**src/rtl/core/catb_pkg.sv**
```systemverilog
// Package for the alignment-to-blocks parser: transaction payload types,
// parse modes, alignment character codes and output queue sizing.
// No dependencies; every other file imports it.
`default_nettype none

package catb_pkg;

    // Alignment string characters with a meaning of their own
    localparam logic [7:0] CH_PLUS  = 8'h2B;
    localparam logic [7:0] CH_MINUS = 8'h2D;
    localparam logic [7:0] CH_SLASH = 8'h2F;

    // Request kinds
    localparam logic REQ_START = 1'b0;
    localparam logic REQ_CHAR  = 1'b1;

    // Output queue: a power of two, at least two entries
    localparam int OUTQ_DEPTH = 4;
    localparam int OUTQ_PTR_BITS = $clog2(OUTQ_DEPTH);
    localparam int OUTQ_CNT_BITS = $clog2(OUTQ_DEPTH + 1);

    typedef enum logic [1:0] {
        MODE_ALIGN = 2'd0,
        MODE_QINS  = 2'd1,
        MODE_TINS  = 2'd2
    } parse_mode_t;

    typedef struct packed {
        logic        req_type;
        logic [7:0]  char_code;
        logic        last_char;
        logic [30:0] geno_start;
        logic [30:0] geno_end;
        logic [30:0] rep_start;
        logic [30:0] rep_end;
        logic        minus_strand;
        logic [30:0] repeat_size;
    } catb_in_t;

    typedef struct packed {
        logic               block_valid;
        logic signed [31:0] block_q_start;
        logic [30:0]        block_t_start;
        logic [30:0]        block_q_size;
        logic [30:0]        block_t_size;
        logic [30:0]        match_count;
        logic [30:0]        mismatch_count;
        logic               end_of_record;
        logic               bounds_error;
    } catb_out_t;

    // Results of one parse step, handed to the output queue
    typedef struct packed {
        logic [1:0] count;
        catb_out_t  item0;
        catb_out_t  item1;
    } catb_push_t;

endpackage

`default_nettype wire

```
**src/rtl/core/catb_in_if.sv**
```systemverilog
// Input channel: valid/ready handshake carrying one request transaction.
// Depends on catb_pkg for the payload type.
`default_nettype none

interface catb_in_if import catb_pkg::*; ();
    logic     valid;
    logic     ready;
    catb_in_t data;

    modport source (output valid, output data, input ready);
    modport sink   (input valid, input data, output ready);
endinterface

`default_nettype wire

```
**src/rtl/core/catb_out_if.sv**
```systemverilog
// Output channel: valid/ready handshake carrying one block transaction.
// Depends on catb_pkg for the payload type.
`default_nettype none

interface catb_out_if import catb_pkg::*; ();
    logic      valid;
    logic      ready;
    catb_out_t data;

    modport source (output valid, output data, input ready);
    modport sink   (input valid, input data, output ready);
endinterface

`default_nettype wire

```
**src/rtl/core/catb_parse.sv**
```systemverilog
// Parse state registers and the single-step next-state logic that turns one
// request transaction into up to two block results. Depends on catb_pkg.
`default_nettype none

module catb_parse import catb_pkg::*; #(
    parameter int COORD_BITS = 32
) (
    input  wire logic       clk,
    input  wire logic       rst_n,
    input  wire logic       fire,
    input  wire catb_in_t   item,
    output catb_push_t      push
);

    localparam int C = COORD_BITS;

    parse_mode_t  mode_reg, mode_next;
    logic         open_reg, open_next;
    logic         pend_reg, pend_next;
    logic         skip_reg, skip_next;
    logic [C-1:0] tn_reg, tn_next;      // next target position
    logic [C-1:0] qn_reg, qn_next;      // next query position
    logic [C-1:0] te_reg, te_next;      // target end
    logic [C-1:0] qe_reg, qe_next;      // query end
    logic [C-1:0] cqs_reg, cqs_next;
    logic [C-1:0] cts_reg, cts_next;
    logic [C-1:0] cqz_reg, cqz_next;
    logic [C-1:0] ctz_reg, ctz_next;
    logic [C-1:0] cm_reg, cm_next;
    logic [C-1:0] cmm_reg, cmm_next;

    function automatic catb_out_t mk_block(
        input logic [C-1:0] qs, input logic [C-1:0] ts,
        input logic [C-1:0] qz, input logic [C-1:0] tz,
        input logic [C-1:0] m,  input logic [C-1:0] mm
    );
        catb_out_t r;
        r                = '0;
        r.block_valid    = 1'b1;
        r.block_q_start  = 32'(qs);
        r.block_t_start  = 31'(ts);
        r.block_q_size   = 31'(qz);
        r.block_t_size   = 31'(tz);
        r.match_count    = 31'(m);
        r.mismatch_count = 31'(mm);
        return r;
    endfunction

    always_comb
    begin
        logic       done;
        logic       err;
        logic [1:0] cnt;
        catb_out_t  r0;
        catb_out_t  r1;

        mode_next = mode_reg;
        open_next = open_reg;
        pend_next = pend_reg;
        skip_next = skip_reg;
        tn_next   = tn_reg;
        qn_next   = qn_reg;
        te_next   = te_reg;
        qe_next   = qe_reg;
        cqs_next  = cqs_reg;
        cts_next  = cts_reg;
        cqz_next  = cqz_reg;
        ctz_next  = ctz_reg;
        cm_next   = cm_reg;
        cmm_next  = cmm_reg;
        done      = 1'b0;
        err       = 1'b0;
        cnt       = 2'd0;
        r0        = '0;
        r1        = '0;

        if (fire)
        begin
            if (item.req_type == REQ_START)
            begin
                // drop any open parse and load the record coordinates
                mode_next = MODE_ALIGN;
                open_next = 1'b0;
                pend_next = 1'b0;
                skip_next = 1'b0;
                tn_next   = C'(item.geno_start);
                te_next   = C'(item.geno_end);
                if (item.minus_strand)
                begin
                    qn_next = C'(item.repeat_size) - C'(item.rep_end);
                    qe_next = C'(item.repeat_size) - (C'(item.rep_start) - C'(1));
                end
                else
                begin
                    qn_next = C'(item.rep_start) - C'(1);
                    qe_next = C'(item.rep_end);
                end
            end
            else if (skip_reg)
            begin
                // second base of a mismatch pair
                skip_next = 1'b0;
            end
            else
            begin
                if (pend_reg)
                begin
                    pend_next = 1'b0;
                    cqz_next  = cqz_next + C'(1);
                    ctz_next  = ctz_next + C'(1);
                    qn_next   = qn_next + C'(1);
                    tn_next   = tn_next + C'(1);
                    if (item.char_code == CH_SLASH)
                    begin
                        cmm_next  = cmm_next + C'(1);
                        skip_next = 1'b1;
                        done      = 1'b1;
                    end
                    else
                    begin
                        cm_next = cm_next + C'(1);
                    end
                end
                if (!done)
                begin
                    case (mode_next)
                        MODE_QINS:
                        begin
                            if (item.char_code == CH_PLUS)
                            begin
                                if (open_next)
                                begin
                                    r0  = mk_block(cqs_next, cts_next, cqz_next,
                                                   ctz_next, cm_next, cmm_next);
                                    cnt = 2'd1;
                                end
                                open_next = 1'b0;
                                mode_next = MODE_ALIGN;
                            end
                            else
                            begin
                                qn_next  = qn_next + C'(1);
                                cqz_next = cqz_next + C'(1);
                            end
                        end
                        MODE_TINS:
                        begin
                            if (item.char_code == CH_MINUS)
                            begin
                                if (open_next)
                                begin
                                    r0  = mk_block(cqs_next, cts_next, cqz_next,
                                                   ctz_next, cm_next, cmm_next);
                                    cnt = 2'd1;
                                end
                                open_next = 1'b0;
                                mode_next = MODE_ALIGN;
                            end
                            else
                            begin
                                tn_next  = tn_next + C'(1);
                                ctz_next = ctz_next + C'(1);
                            end
                        end
                        default:
                        begin
                            if (item.char_code == CH_PLUS || item.char_code == CH_MINUS)
                            begin
                                // close the aligned run, open the insert
                                if (open_next)
                                begin
                                    r0  = mk_block(cqs_next, cts_next, cqz_next,
                                                   ctz_next, cm_next, cmm_next);
                                    cnt = 2'd1;
                                end
                                cqs_next  = qn_next;
                                cts_next  = tn_next;
                                cqz_next  = '0;
                                ctz_next  = '0;
                                cm_next   = '0;
                                cmm_next  = '0;
                                open_next = 1'b1;
                                mode_next = (item.char_code == CH_PLUS) ? MODE_QINS
                                                                         : MODE_TINS;
                            end
                            else
                            begin
                                mode_next = MODE_ALIGN;
                                if (!open_next)
                                begin
                                    cqs_next  = qn_next;
                                    cts_next  = tn_next;
                                    cqz_next  = '0;
                                    ctz_next  = '0;
                                    cm_next   = '0;
                                    cmm_next  = '0;
                                    open_next = 1'b1;
                                end
                                pend_next = 1'b1;
                            end
                        end
                    endcase
                end
            end

            if (item.last_char)
            begin
                // settle a held base, close the block, flag the record end
                if (pend_next)
                begin
                    pend_next = 1'b0;
                    cm_next   = cm_next + C'(1);
                    cqz_next  = cqz_next + C'(1);
                    ctz_next  = ctz_next + C'(1);
                    qn_next   = qn_next + C'(1);
                    tn_next   = tn_next + C'(1);
                end
                if (open_next)
                begin
                    if (cnt == 2'd0)
                    begin
                        r0 = mk_block(cqs_next, cts_next, cqz_next,
                                      ctz_next, cm_next, cmm_next);
                    end
                    else
                    begin
                        r1 = mk_block(cqs_next, cts_next, cqz_next,
                                      ctz_next, cm_next, cmm_next);
                    end
                    cnt = cnt + 2'd1;
                end
                if (cnt == 2'd0)
                begin
                    cnt = 2'd1;
                end
                err = ($signed(tn_next) > $signed(te_next))
                   || ($signed(qn_next) > $signed(qe_next));
                if (cnt == 2'd1)
                begin
                    r0.end_of_record = 1'b1;
                    r0.bounds_error  = err;
                end
                else
                begin
                    r1.end_of_record = 1'b1;
                    r1.bounds_error  = err;
                end
                mode_next = MODE_ALIGN;
                open_next = 1'b0;
                pend_next = 1'b0;
                skip_next = 1'b0;
            end
        end

        push.count = cnt;
        push.item0 = r0;
        push.item1 = r1;
    end

    always_ff @(posedge clk or negedge rst_n)
    begin
        if (!rst_n)
        begin
            mode_reg <= MODE_ALIGN;
            open_reg <= 1'b0;
            pend_reg <= 1'b0;
            skip_reg <= 1'b0;
            tn_reg   <= '0;
            qn_reg   <= '0;
            te_reg   <= '0;
            qe_reg   <= '0;
            cqs_reg  <= '0;
            cts_reg  <= '0;
            cqz_reg  <= '0;
            ctz_reg  <= '0;
            cm_reg   <= '0;
            cmm_reg  <= '0;
        end
        else
        begin
            mode_reg <= mode_next;
            open_reg <= open_next;
            pend_reg <= pend_next;
            skip_reg <= skip_next;
            tn_reg   <= tn_next;
            qn_reg   <= qn_next;
            te_reg   <= te_next;
            qe_reg   <= qe_next;
            cqs_reg  <= cqs_next;
            cts_reg  <= cts_next;
            cqz_reg  <= cqz_next;
            ctz_reg  <= ctz_next;
            cm_reg   <= cm_next;
            cmm_reg  <= cmm_next;
        end
    end

endmodule

`default_nettype wire

```
**src/rtl/core/catb_outq.sv**
```systemverilog
// Output queue: takes up to two block results per cycle and presents them
// one transaction at a time. Depends on catb_pkg and catb_out_if.
`default_nettype none

module catb_outq import catb_pkg::*; (
    input  wire logic       clk,
    input  wire logic       rst_n,
    input  wire catb_push_t push,
    output logic            room,
    catb_out_if.source      blocks
);

    catb_out_t                  entry_reg [OUTQ_DEPTH];
    logic [OUTQ_PTR_BITS-1:0]   wr_ptr_reg, wr_ptr_next;
    logic [OUTQ_PTR_BITS-1:0]   rd_ptr_reg, rd_ptr_next;
    logic [OUTQ_CNT_BITS-1:0]   count_reg, count_next;
    logic                       pop;
    logic [OUTQ_PTR_BITS-1:0]   wr_ptr_second;

    // room for a worst-case step of two results
    assign room          = count_reg <= OUTQ_CNT_BITS'(OUTQ_DEPTH - 2);
    assign blocks.valid  = count_reg != '0;
    assign blocks.data   = entry_reg[rd_ptr_reg];
    assign pop           = blocks.valid && blocks.ready;
    assign wr_ptr_second = wr_ptr_reg + OUTQ_PTR_BITS'(1);

    always_comb
    begin
        wr_ptr_next = wr_ptr_reg + OUTQ_PTR_BITS'(push.count);
        rd_ptr_next = rd_ptr_reg + OUTQ_PTR_BITS'(pop);
        count_next  = count_reg + OUTQ_CNT_BITS'(push.count) - OUTQ_CNT_BITS'(pop);
    end

    always_ff @(posedge clk)
    begin
        if (push.count != 2'd0)
        begin
            entry_reg[wr_ptr_reg] <= push.item0;
        end
        if (push.count == 2'd2)
        begin
            entry_reg[wr_ptr_second] <= push.item1;
        end
    end

    always_ff @(posedge clk or negedge rst_n)
    begin
        if (!rst_n)
        begin
            wr_ptr_reg <= '0;
            rd_ptr_reg <= '0;
            count_reg  <= '0;
        end
        else
        begin
            wr_ptr_reg <= wr_ptr_next;
            rd_ptr_reg <= rd_ptr_next;
            count_reg  <= count_next;
        end
    end

endmodule

`default_nettype wire

```
**src/rtl/core/compressed_alignment_to_blocks.sv**
```systemverilog
// Top level of the merged-diff alignment parser: parse step plus output queue.
// Depends on catb_pkg, catb_in_if, catb_out_if, catb_parse and catb_outq.
//
//   Channel   Role    Transaction payload
//   -------   -----   ------------------------------------------------------
//   chars     sink    record start (coordinates, strand) or one string char
//   blocks    source  one alignment block, or an end marker with flags
//
// Cycles: one request transaction per cycle while the queue has room; each is
// parsed in the cycle it is taken, and its zero, one or two results land in a
// four-entry output queue; they appear on blocks from the next cycle on, one
// per cycle while blocks is ready. The input is taken whenever the queue has
// two free entries, so a stalled blocks side stalls chars once three are held.
// Reset: rst_n clears the parse state, the coordinates and the queue at once.
`default_nettype none

module compressed_alignment_to_blocks import catb_pkg::*; #(
    parameter int COORD_BITS = 32
) (
    input  wire logic   clk,
    input  wire logic   rst_n,
    catb_in_if.sink     chars,
    catb_out_if.source  blocks
);

    catb_push_t push;
    logic       room;
    logic       fire;

    // take a request only while the queue can hold its worst case
    assign chars.ready = room;
    assign fire        = chars.valid && chars.ready;

    catb_parse #(
        .COORD_BITS (COORD_BITS)
    ) u_parse (
        .clk   (clk),
        .rst_n (rst_n),
        .fire  (fire),
        .item  (chars.data),
        .push  (push)
    );

    catb_outq u_outq (
        .clk    (clk),
        .rst_n  (rst_n),
        .push   (push),
        .room   (room),
        .blocks (blocks)
    );

    // a request that produced results must show a block on the next cycle
    a_push_shows: assert property (@(posedge clk) disable iff (!rst_n)
        push.count != 2'd0 |=> blocks.valid)
        else $error("results produced but output not valid");

    // the end of a string always yields a result
    a_last_yields: assert property (@(posedge clk) disable iff (!rst_n)
        fire && chars.data.last_char |-> push.count != 2'd0)
        else $error("end of string produced no result");

    // a result with no block exists only to carry the record end
    a_empty_is_end: assert property (@(posedge clk) disable iff (!rst_n)
        blocks.valid && !blocks.data.block_valid |-> blocks.data.end_of_record)
        else $error("empty result without end of record");

    // bounds error travels only with the record end
    a_err_at_end: assert property (@(posedge clk) disable iff (!rst_n)
        blocks.valid && blocks.data.bounds_error |-> blocks.data.end_of_record)
        else $error("bounds error outside record end");

endmodule

`default_nettype wire

```
**src/flat_wrapper.sv**
```systemverilog
// flat-port wrapper written by rule: the top's interface ports become plain ports
module compressed_alignment_to_blocks_flat import catb_pkg::*;
#(
    parameter int COORD_BITS = 32
)
  (clk, rst_n, chars_valid, chars_data, chars_ready, blocks_valid, blocks_data, blocks_ready);
  catb_in_if chars_i ();
  catb_out_if blocks_i ();
  input  wire logic clk;
  input  wire logic rst_n;
  input wire logic [$bits(chars_i.valid)-1:0] chars_valid;
  input wire logic [$bits(chars_i.data)-1:0] chars_data;
  output wire logic [$bits(chars_i.ready)-1:0] chars_ready;
  output wire logic [$bits(blocks_i.valid)-1:0] blocks_valid;
  output wire logic [$bits(blocks_i.data)-1:0] blocks_data;
  input wire logic [$bits(blocks_i.ready)-1:0] blocks_ready;
  assign chars_i.valid = chars_valid;
  assign chars_i.data = chars_data;
  assign chars_ready = chars_i.ready;
  assign blocks_valid = blocks_i.valid;
  assign blocks_data = blocks_i.data;
  assign blocks_i.ready = blocks_ready;
  compressed_alignment_to_blocks #(.COORD_BITS(COORD_BITS)) u_core (.clk(clk), .rst_n(rst_n), .chars(chars_i), .blocks(blocks_i));
endmodule
```
**config.mk**
```make
export PLATFORM = sky130hd
export DESIGN_NAME = compressed_alignment_to_blocks_flat
export DESIGN_NICKNAME = d
export VERILOG_FILES = /design/src/rtl/core/catb_pkg.sv /design/src/rtl/core/catb_in_if.sv /design/src/rtl/core/catb_out_if.sv /design/src/rtl/core/catb_parse.sv /design/src/rtl/core/catb_outq.sv /design/src/rtl/core/compressed_alignment_to_blocks.sv /design/src/flat_wrapper.sv
export SDC_FILE = /design/constraint.sdc
export NUM_CORES = 2
export LEC_CHECK = 0
export BUFFER_PORTS_ARGS = -buffer_cell sky130_fd_sc_hd__buf_4
export CELL_PAD_IN_SITES_DETAIL_PLACEMENT = 0
export CELL_PAD_IN_SITES_GLOBAL_PLACEMENT = 1
export CORE_MARGIN = 2
export CORE_UTILIZATION = 46
export DETAILED_ROUTE_END_ITERATION = 10
export PLACE_DENSITY_LB_ADDON = 0.1
export SYNTH_ARGS = -nofsm -noshare
export SYNTH_HDL_FRONTEND = slang
export SYNTH_HIERARCHICAL = 1
export SYNTH_SLANG_ARGS = --single-unit
```
**constraint.sdc**
```tcl
create_clock -name clk -period 19.53 [get_ports clk]
set_input_delay 0.9765 -clock clk [delete_from_list [all_inputs] [get_ports clk]]
set_output_delay 0.9765 -clock clk [all_outputs]
set_load 0.005 [all_outputs]
```
-- Yosys cells after proc, flatten, opt, wreduce, memory -nomap -nowiden
Memories as Yosys holds them, arrays and structs flattened.
Cells that the tools add are included.
Widths: inputs -> output; s select.
- output and inout port bits: 192
- bits in read-only memories: 0
- register bits after elaboration: 331
- bits in writable memories: 760
- latch bits: 0
- memories: 1
- memory list (name ; words ; width ; read ports ; clocked after memory_dff ; wr ports ; RTL line ; RTL):
    u_core.u_outq.entry_reg ; 4 ; 190 ; 1 ; 0 ; 2 ; catb_outq.sv:13 ; catb_out_t entry_reg [OUTQ_DEPTH];
- div/mod/pow operators: 0
- order comparisons: 3
- add/subtract/negate cells: 24
- equality and inequality tests: 11
- muxes and demuxes: 164
- reduce and logical (&&, ||, !) cells: 11
- $mul: 0
- bitwise logic cells: 1
- shift-type cells: 0
- operators by type and width (cell ; count):
    $mux 190 ; 15
    $mux 32 ; 83
    $add 32x1->32 const B ; 15
    $pmux 190 s2 ; 1
    $mux 31 ; 8
    $pmux 32 s2 ; 2
    $gt 32x32->1 ; 2
    $mux 2 ; 23
    $sub 31x1->32 const B ; 1
    $sub 31x31->32 ; 1
    $sub 31x32->32 ; 1
    $mux 1 ; 29
    $eq 8x6->1 const B ; 3
    $ne 4x4->1 const B ; 2
    $pmux 2 s2 ; 2
    $ne 3x3->1 const B ; 2
    $reduce_and 5->1 ; 1
    $add 2x1->2 const B ; 2
    $eq 2x1->1 const B ; 2
    $eq 2x2->1 const B ; 2
    $logic_not 2->1 ; 2
    $add 3x2->3 ; 1
    $le 3x2->1 const B ; 1
    $reduce_and 3->1 ; 1
    10 further kinds ; 12

-- Longest topological paths before layout
- depth in word-level cells: 23
- depth in mapped cells: 36
- gate-level depth less buffers: 32

-- Modules after synthesis
Netlist, hierarchy kept.
- by module, submodules not included (module ; area each (sq um) ; cells an instance ; seq. area each (sq um) ; times used):
    catb_parse ; 40654.0 ; 5681 ; 8007.7 ; 1
    catb_outq ; 37307.0 ; 1878 ; 22997.1 ; 1
    compressed_alignment_to_blocks ; 6.3 ; 1 ; 0.0 ; 1

-- Worst setup path before layout
OpenSTA, ideal clock, no wires.
- kind: input to register
- from: in chars_data[165]
- to: mem u_core/u_outq/entry_reg[0][0] (netlist bit), enable pin
- stages on the path: 19
- data arrival time: 17.762 ns
- slack: 0.765 ns
- data required time: 18.527 ns
- path buffers: 12
- cell sequence: nor2b_1 clkbuf_1 buf_2 clkbuf_1 buf_2 buf_2 clkbuf_1 clkbuf_1 buf_1 and4_1 clkbuf_1 and2_1 nand2_1 clkbuf_1 inv_1 buf_4 clkbuf_2 o21bai_1 o21ai_0
- RTL lines (what ; RTL line ; RTL):
    from (decl) ; flat_wrapper.sv:12 ; input wire logic [$bits(chars_i.data)-1:0] chars_data;
    to (decl) ; catb_outq.sv:13 ;

==> flow_summary_export.csv <==
group,metric,value,unit
critical_path,r2r_setup_slack,11.03,ns
critical_path,crit_required,20.08,ns
routing,postRouteAntennaNets,0,
sta,finalHoldViolations,0,
routing,dr.first_iter.drc_count,6067,
synth,syn-cell-area,0.0780,mm2
placed_design,place_congestion,0.934,
global_routing,antenna_found_initial,10,
finish,fillCellCount,15400,
floorplanning,die-area,0.173,mm2
critical_path,crit_type,"register to register",
floorplanning,boundaryPins,362,
synth,synth_edf_count,760,
power_and_ir_drop,p_clk_share,25.5,%
clock_network,cts_buffers,132,
finish,multi_input_area,0.0441,mm2
synth,synth.mux.area_fraction,19.0,%
synth,synth_cell_types,127,
routing,drt_wl_total,272000,um
sta,timing.fmax,118,MHz
placed_design,dp_cells,9714,
worst_hold_path,hold_class,"input port to async pin",
synth,yosysSeqAreaShare,39.8,%
placed_design,port-buffer-count,361,
global_routing,grt_use_total,30.7,%
sta,setup_tns,0,ns
critical_path,r2r-start,"u_core/u_parse/pend_reg",
power_and_ir_drop,combinationalPowerShare,40.1,%
sta,drv_slew,0,
clock_network,postCtsSetupRepairBufs,0,
global_routing,grt_max_degree,167,
synth,synth_xor_area_share,6.75,%
global_routing,use_met1,43.6,%
synth,ys_ff_latch,1087,
power_and_ir_drop,seqPwrFrac,34.4,%
routing,vias,62600,
critical_path,critPathMaxFanout,46,
floorplanning,chipHeight,416,um
synth,yosys_warnings,6,
finish,largest_register_ffs,760,
floorplanning,core,0.169,mm2
clock_network,clockBufferDepth,3,
synth,synthAdderAreaFrac,2.44,%
placed_design,dp_hpwl,184000,um
synth,synth_nets,7880,
finish,final_cell_count_no_fill,9960,
critical_path,worstReg2RegEnd,"u_core/u_outq/entry_reg[3][0]",
global_routing,globalRouteMet2Util,48.6,%
critical_path,r2r_cells,30,
power_and_ir_drop,p_leak,31.5,nW
synth,async_flop_share,30.1,%
critical_path,startpoint_type,"register",
floorplanning,initial_core_util,46.2,%
critical_path,cp.arrival,9.06,ns
sta,fin_worst_skew,0.0328,ns
clock_network,clk_latency,0.81,ns
global_routing,grt_overflow,0,
routing,drtPass1Iterations,8,
synth,synth_top_family_by_area,"multiplexers",
finish,seqCellArea,0.0310,mm2
finish,drive_above_1_share,22.2,%
routing,viasPerCell,6.29,
critical_path,critPathCaptureType,"register",
power_and_ir_drop,switching_share,39.5,%
run_status,status,"finished clean",
synth,syn_inst,7560,
critical_path,critical_path.max_stage_delay,0.64,ns
clock_network,cts.sinks,1087,
flow_run,cap_violations,0,
clock_network,ctsRootBufferMaster,"clkbuf_16",
synth,avgSynthCellArea,10.3,um2
synth,synth_compound_area_share,12.2,%
global_routing,top_usage_layer,"met2",
clock_network,clk_pin_slew_worst_paths,0.06,ns
global_routing,first_global_vias,60800,
floorplanning,dieWidth,416,um
global_routing,grtUsageMet3,4.54,%
clock_network,ctsResizeCount,0,
power_and_ir_drop,power_switching,3.87,mW
clock_network,cts_tree,"done",
finish,syn2layout_area_growth,10.9,%
power_and_ir_drop,p_per_area,113,mW/mm2
finish,final_cell_mix,"edfxtp_1 (760), nor2_1 (709), nand2_1 (662)",
clock_network,holdBufCountCts,0,
synth,synth_flop_cell,"edfxtp_1",
power_and_ir_drop,p_int,5.92,mW
finish,finalNetCount,7950,
sta,rsz0062_at_grt,"no",
critical_path,crit_path_start,"u_core/u_parse/pend_reg",
sta,relSlewSlack,19.6,%
floorplanning,rows,151,
routing,route.detailed.drc,0,
routing,wl_per_cell,27.3,um
sta,setup_viol,0,
sta,post-route-period-util,43.5,%
sta,period_minus_slack,8.50,ns
power_and_ir_drop,ir_worst_vdd,0.104,mV
global_routing,grt_pass1_wl,403000,um
synth,synthSimpleGateAreaFrac,15.8,%
clock_network,htree_levels,4,
finish,final_common_cell,"edfxtp_1",
critical_path,crit_end,"u_core/u_outq/entry_reg[3][0]",
sta,tightest_slew,1.21,ns
critical_path,cpMaxStageDelayCell,"a2bb2oi_1",
per-layer routing:
metal,vias to the layer above,wire length (um),share of wire (%)
met5,-,61,0.022
met3,402,18600,6.8
li1,28500,-,-
met4,8,7540,2.8
met1,31400,121000,45
met2,2338,124000,46
power by group through the flow:
| stage | clock network (mW) | registers, mW | logic [mW] |
|---|---|---|---|
| final | 2.50 | 3.36 | 3.93 |
| after global routing | 2.63 | 3.42 | 4.23 |
| after CTS | 2.54 | 3.35 | 3.92 |
| after detailed placement | 0 | 3.40 | 3.90 |
| after global placement | 0 | 3.38 | 3.88 |
| after floorplan | 0 | 3.13 | 2.66 |
cells in the mapped netlist, types with 52 or more instances:
master	number	share of area [%]
a21oi_1	350	2.2
ha_1	147	2.4
xor2_1	253	2.8
nor4_1	85	0.68
nand4_1	131	1.1
a21o_1	65	0.63
a211oi_1	85	0.82
mux4_2	190	5.5
mux2_1	101	1.5
clkbuf_1	331	1.6
nor3_1	179	1.1
mux2_4	100	1.9
o22ai_1	115	0.92
edfxtp_1	760	29
nor2_1	716	3.4
and2_1	54	0.43
inv_1	145	0.70
dfrtp_1	327	10
xnor2_1	348	3.9
nand3_1	169	1.1
nand2b_1	56	0.45
nand2_1	667	3.2
o21ai_0	340	2.2
mux2_2	616	8.9
buf_2	106	0.68
or3_1	52	0.42
mux2i_1	97	1.2
and3_1	63	0.51
worst max-delay path, delay by kind of cell, from the launching register on:
family | cells | cell delay [ns]
DFF | 1 | 0.55
xor gates and xnor gates | 1 | 0.15
adders and majority gates | 2 | 0.49
buffers and inverters | 2 | 0.69
and+or+nand+nor | 12 | 2.65
muxes | 2 | 0.47
AOI/OAI and AO/OA | 11 | 3.23
through the flow:
stage               setup WS (ns)  hold WS (ns)  area (um2)  utilization, %  power (mW)
CTS                         11.15         0.210       86500            51.2        9.82
floorplan                   0.765         0.440       78000               -        5.79
finish                      11.03         0.181       86500            51.2        9.79
global route                10.49         0.233       86500            51.2        10.3
detailed placement          10.87         0.461       82100            48.6        7.30
global placement            10.97         0.453       82100            48.6        7.27
layout make-up:
type                       count  area share, %
multi-input combinational   5785           50.9
sequential                  1087           35.9
clock buffer                 194           4.36
timing repair buffer         475           4.31
tap                         2218           3.21
inverter                     149          0.650
clock inverter                48          0.648
antenna                        4         0.0116
cell families after synthesis:
logic type	count (synthesis)
adders and majority gates	150
xor gates and xnor gates	601
AOI/OAI and AO/OA	1461
buffers and inverters	688
muxes	1104
and+or+nand+nor	2469
DFF	1087
worst min path at each step:
stage | endpoint | from | depth (start not counted)
finish | u_core/u_parse/qe_reg[28] | rst_n | 1
CTS | u_core/u_parse/qe_reg[28] | rst_n | 1
floorplan | u_core/u_parse/te_reg[0] | u_core/u_parse/te_reg[0] | 2
detailed placement | u_core/u_parse/te_reg[0] | u_core/u_parse/te_reg[0] | 2
global placement | u_core/u_parse/te_reg[0] | u_core/u_parse/te_reg[0] | 2
global route | u_core/u_parse/qe_reg[28] | rst_n | 1
No activity file was read; power rests on OpenSTA's default activity.
